===== config.mk =====
export PLATFORM = sky130hd
export DESIGN_NAME = ldrb_ram
export DESIGN_NICKNAME = d
export VERILOG_FILES = /design/src/hw/rtl/ldrb_ram.sv
export SDC_FILE = /design/constraint.sdc
export NUM_CORES = 2
export LEC_CHECK = 0
export ABC_AREA = 1
export BUFFER_PORTS_ARGS = -buffer_cell sky130_fd_sc_hd__buf_4
export CAP_MARGIN = 20
export CORE_MARGIN = 2
export CORE_UTILIZATION = 56
export CTS_CLUSTER_DIAMETER = 80
export DETAILED_ROUTE_END_ITERATION = 6
export GPL_ROUTABILITY_DRIVEN = 1
export HOLD_SLACK_MARGIN = 0.06
export PLACE_DENSITY = 0.77
export SKIP_LAST_GASP = 1
export SYNTH_ARGS = -nofsm -noshare
export SYNTH_HDL_FRONTEND = slang
export SYNTH_SLANG_ARGS = --single-unit

===== constraint.sdc =====
create_clock -name clk -period 2.4 [get_ports clk]
set_clock_uncertainty 0.05 [all_clocks]
set_input_delay 0.48 -clock clk [delete_from_list [all_inputs] [get_ports clk]]
set_output_delay 0.48 -clock clk [all_outputs]
set_load 0.01 [all_outputs]

===== src/hw/rtl/ldrb_ram.sv =====
module ldrb_ram #(
  parameter int WIDTH = 8,
  parameter int DEPTH = 256,
  parameter int AW    = (DEPTH > 1) ? $clog2(DEPTH) : 1
) (
  input  logic             clk,
  input  logic             we,
  input  logic [AW-1:0]    waddr,
  input  logic [WIDTH-1:0] wdata,
  input  logic [AW-1:0]    raddr,
  output logic [WIDTH-1:0] rdata
);
  logic [WIDTH-1:0] mem [DEPTH];

  always_ff @(posedge clk) begin
    if (we) begin
      mem[waddr] <= wdata;
    end
    rdata <= mem[raddr];
  end
endmodule


# --- Yosys cells after proc, flatten, opt, wreduce, memory -nomap -nowiden ---
# Memory sizes are Yosys's and may differ from the RTL's. A register that Yosys moved wholly into a read port is not among the register bits.
# Cells that the tools add are included.
op_classes:
  n_mux: 2
ops:
  columns: ["op", "n"]
  rows:
  - ["$mux W1", 2]
word_totals:
  ff_bits: 0
  ramBits: 2048
  inputBits: 26
  out_inout_bits: 8
  mem_count: 1
mem_list:
  columns: ["memory", "depth", "word_bits", "read_ports", "rd_ports_with_merged_regs", "write_ports", "line", "rtl"]
  rows:
  - ["mem", 256, 8, 1, 1, 1, "13", "logic [WIDTH-1:0] mem [DEPTH];"]

# --- Depth between registers and ports, before layout ---
logic_depth:
  word_depth: 2
  mapped_depth: 15
  depth_no_buf: 11

# --- Least setup slack after synthesis ---
# OpenSTA, ideal clock, no wires.
synth_path:
  path_kind: "input to register"
  startpoint: "input port we"
  endpoint: "memory mem[162][0], enable pin"
  setup_ns: 0.370
  arrival_ns: 1.601
  required_time_ns: 1.980
  setup_slack_ns: 0.379
  stages: 4
  n_path_buf: 2
  cell_sequence: "clkbuf_1 -> nand3_1 -> clkbuf_1 -> nor2_1"
synth_between:
  elab_chain_cells: 2
synth_lines:
  columns: ["element", "line", "rtl"]
  rows:
  - ["start, declared", "7", "input logic we,"]
  - ["$mux W1", "16", "if (we) begin"]
  - ["$mux W1 (not written as such)", "17", "mem[waddr] <= wdata;"]
  - ["end, declared", "13", null]
# Every way passes these cells.

==> results_dict.tcl <==
set metrics [dict create \
    synth-xor-area-share 0 \
    violations "design-rule violations" \
    antenna_found_initial 13 \
    relSlewSlack 0.509 \
    p_total_uw 74200 \
    max-cap-violations 0 \
    start_kind "input port" \
    die_y_um 390 \
    min_period_ps 2240 \
    drive_gt1_frac 0.129 \
    worst_slack_ps 157 \
    vias 58300 \
    synth_mux_area_frac 0 \
    post_drt_via_cell_ratio 6.13 \
    synth_compound_area_frac 0 \
    worst_pin_slew_ps 734 \
    port_buffers 33 \
    whs_ps 90.6 \
    clockRootBuffer "clkbuf_16" \
    criticalPathCategory "in2reg" \
    ant_nets 0 \
    synthArstFlopShare 0 \
    rows 141 \
    p_per_area_mw_per_mm2 769 \
    firstDrtPassIters 7 \
    synth_top_family_by_area "simple AND/OR/NAND/NOR gates" \
    syn_avg_cell_area_um2 11.9 \
    synth_nets 7029 \
    clock_latency_ps 850 \
    holdCritPathClass "in2reg" \
    cts_tree "yes" \
    grt.total_usage 0.298 \
    dp_hpwl_mm 141 \
    nNetsFinal 7447 \
    finalHoldViolations 0 \
    ir_drop_mv 0.883 \
    grt_pass1_wl_mm 341 \
    timing.fmax_mhz 446 \
    power.leakage_uw 0.0347 \
    numCtsBuffers 193 \
    endpoint_kind "flop" \
    crit_required_ps 3110 \
    synth_top_area_cell "edfxtp_1" \
    place_ws_ps -517 \
    clkSlewWorstSetupHoldPaths_ps 60 \
    ys_seq_area_frac 0.739 \
    chipWidth_um 390 \
    syn_to_final_growth_pct 15.7 \
    synth_common_cells "nand2_1 (2123), edfxtp_1 (2048), nand3_1 (2019), nor2_1 (283), buf_2 (268)" \
    die_area_mm2 0.152 \
    clockBufferDepth 3 \
    status "complete, but fails checks" \
    finalNonFillerCells 9521 \
    h-tree-depth 4 \
    stdcell_area_mm2 0.0965 \
    wl_per_cell_um 24.0 \
    dpl-instance-area_mm2 0.0903 \
    grt-ovfl-total 0 \
    synth_enable_flop_cells 2048 \
    grt_pass1_vias 56700 \
    gp_congestion 0.925 \
    period_share 0.935 \
    syn_inst 7003 \
    rsz0062_at_grt "no" \
    crit_fanout 47 \
    synth.distinct_cells 14 \
    synth.most_common_cell "nand2_1" \
    critPathArrivalTime_ps 2950 \
    synthTopCellsByArea "edfxtp_1 (74%), nand3_1 (12%), nand2_1 (9.6%), buf_2 (1.6%), nor2_1 (1.3%)" \
    drv_slew 0 \
    synthSimpleGateAreaFrac 0.229 \
    synth_ff_type "edfxtp_1" \
    synthAdderAreaFrac 0 \
    ctsResizeCount 0 \
    yosysTopAreaCellShare 0.737 \
    ys_ff_latch 2056 \
    fillCellCount 10200 \
    drc 1 \
    dp.cells 9148 \
    initial_core_util 0.564 \
    grt_start_max_net_pins 103 \
    ioPinCount 34 \
    drt_wl_total_mm 228 \
    cts.sinks 2056 \
    syn-cell-area_mm2 0.0834 \
    core-area_mm2 0.148 \
    setup_viol 0 \
    synth-warning-count 0 \
    drtIter0Drc 8528 \
]
timing repair:
| action | 4_1_cts | 5_1_grt |
|---|---|---|
| hold buffers | 8 | 0 |
| setup buffers | 0 | 0 |
| endpoints found under the hold margin | 216 | 0 |
cell type report:
type / instances / area (µm²) / share of cell area
diodes: 6 / 15.0 / 0.000156
flip-flops and latches: 2056 / 61700 / 0.639
inverters: 39 / 180 / 0.00187
multi-input cells: 4425 / 19100 / 0.198
repair buffers: 706 / 7000 / 0.0726
clock buffers: 238 / 5160 / 0.0534
well taps: 1930 / 2410 / 0.0250
clock inverters: 121 / 932 / 0.00966
layout by cell type, fill, tap and decap left out, types with 4 or more instances in the layout:
master	synthesis	routed
buf_12	0	128
buf_4	46	559
buf_8	1	11
bufinv_16	0	11
clkbuf_1	112	36
clkbuf_16	0	199
clkinv_1	0	50
clkinv_2	0	42
clkinvlp_4	0	7
dfxtp_1	8	8
diode_2	0	6
dlygate4sd3_1	0	8
edfxtp_1	2048	2048
inv_1	36	34
inv_6	0	4
nand2_1	2123	2123
nand3_1	2019	2019
nor2_1	283	283
per-stage QoR:
step	TNS, ps	util
after floorplan	0	-
after global placement	-3030	0.611
after detailed placement	-3200	0.611
after CTS	0	0.653
after global routing	0	0.653
final	0	0.653
flip-flops by register name, indices dropped and copies added (netlist names):
name	flops
mem	2048
rdata	8
critical path, cell delays in order:
cell and delay [ps]:
buf_8 190, buf_12 230, buf_12 250, buf_4 240, nand2_1 60, nand3_1 80, nand3_1 120, nand3_1 140
nand3_1 100, nand3_1 200, nand3_1 290, nand2_1 220, nand2_1 140, nand2_1 120
metal layers:
metal	routed length, µm	GRT usage	up-vias
met1	81500	0.393	28000
met2	107000	0.473	3951
li1	-	-	25700
met3	28700	0.0714	697
met5	163	0	-
met4	10800	0.135	24
final timing paths:
| path | cells after the start | end | slack (ps) | start |
|---|---|---|---|---|
| worst max-delay path | 14 | rdata[1] | 160 | raddr[0] |
| worst min-delay path | 2 | mem[109][7] | 90 | wdata[7] |
| worst max register to register | 10 | rdata[3] | 360 | mem[231][3] |
| worst min register to register | 10 | rdata[1] | 1010 | mem[144][1] |
where the power goes:
group | switching, µW | internal (µW) | leakage, µW
registers | 46.0 | 39600 | 0.0185
logic | 3560 | 1550 | 0.0133
clock network | 13100 | 16400 | 0.00298
logic make-up after synthesis:
family | Yosys count
DFF | 2056
buffers and inverters | 522
and+or+nand+nor | 4425
Power figures use the tool's default switching activity.
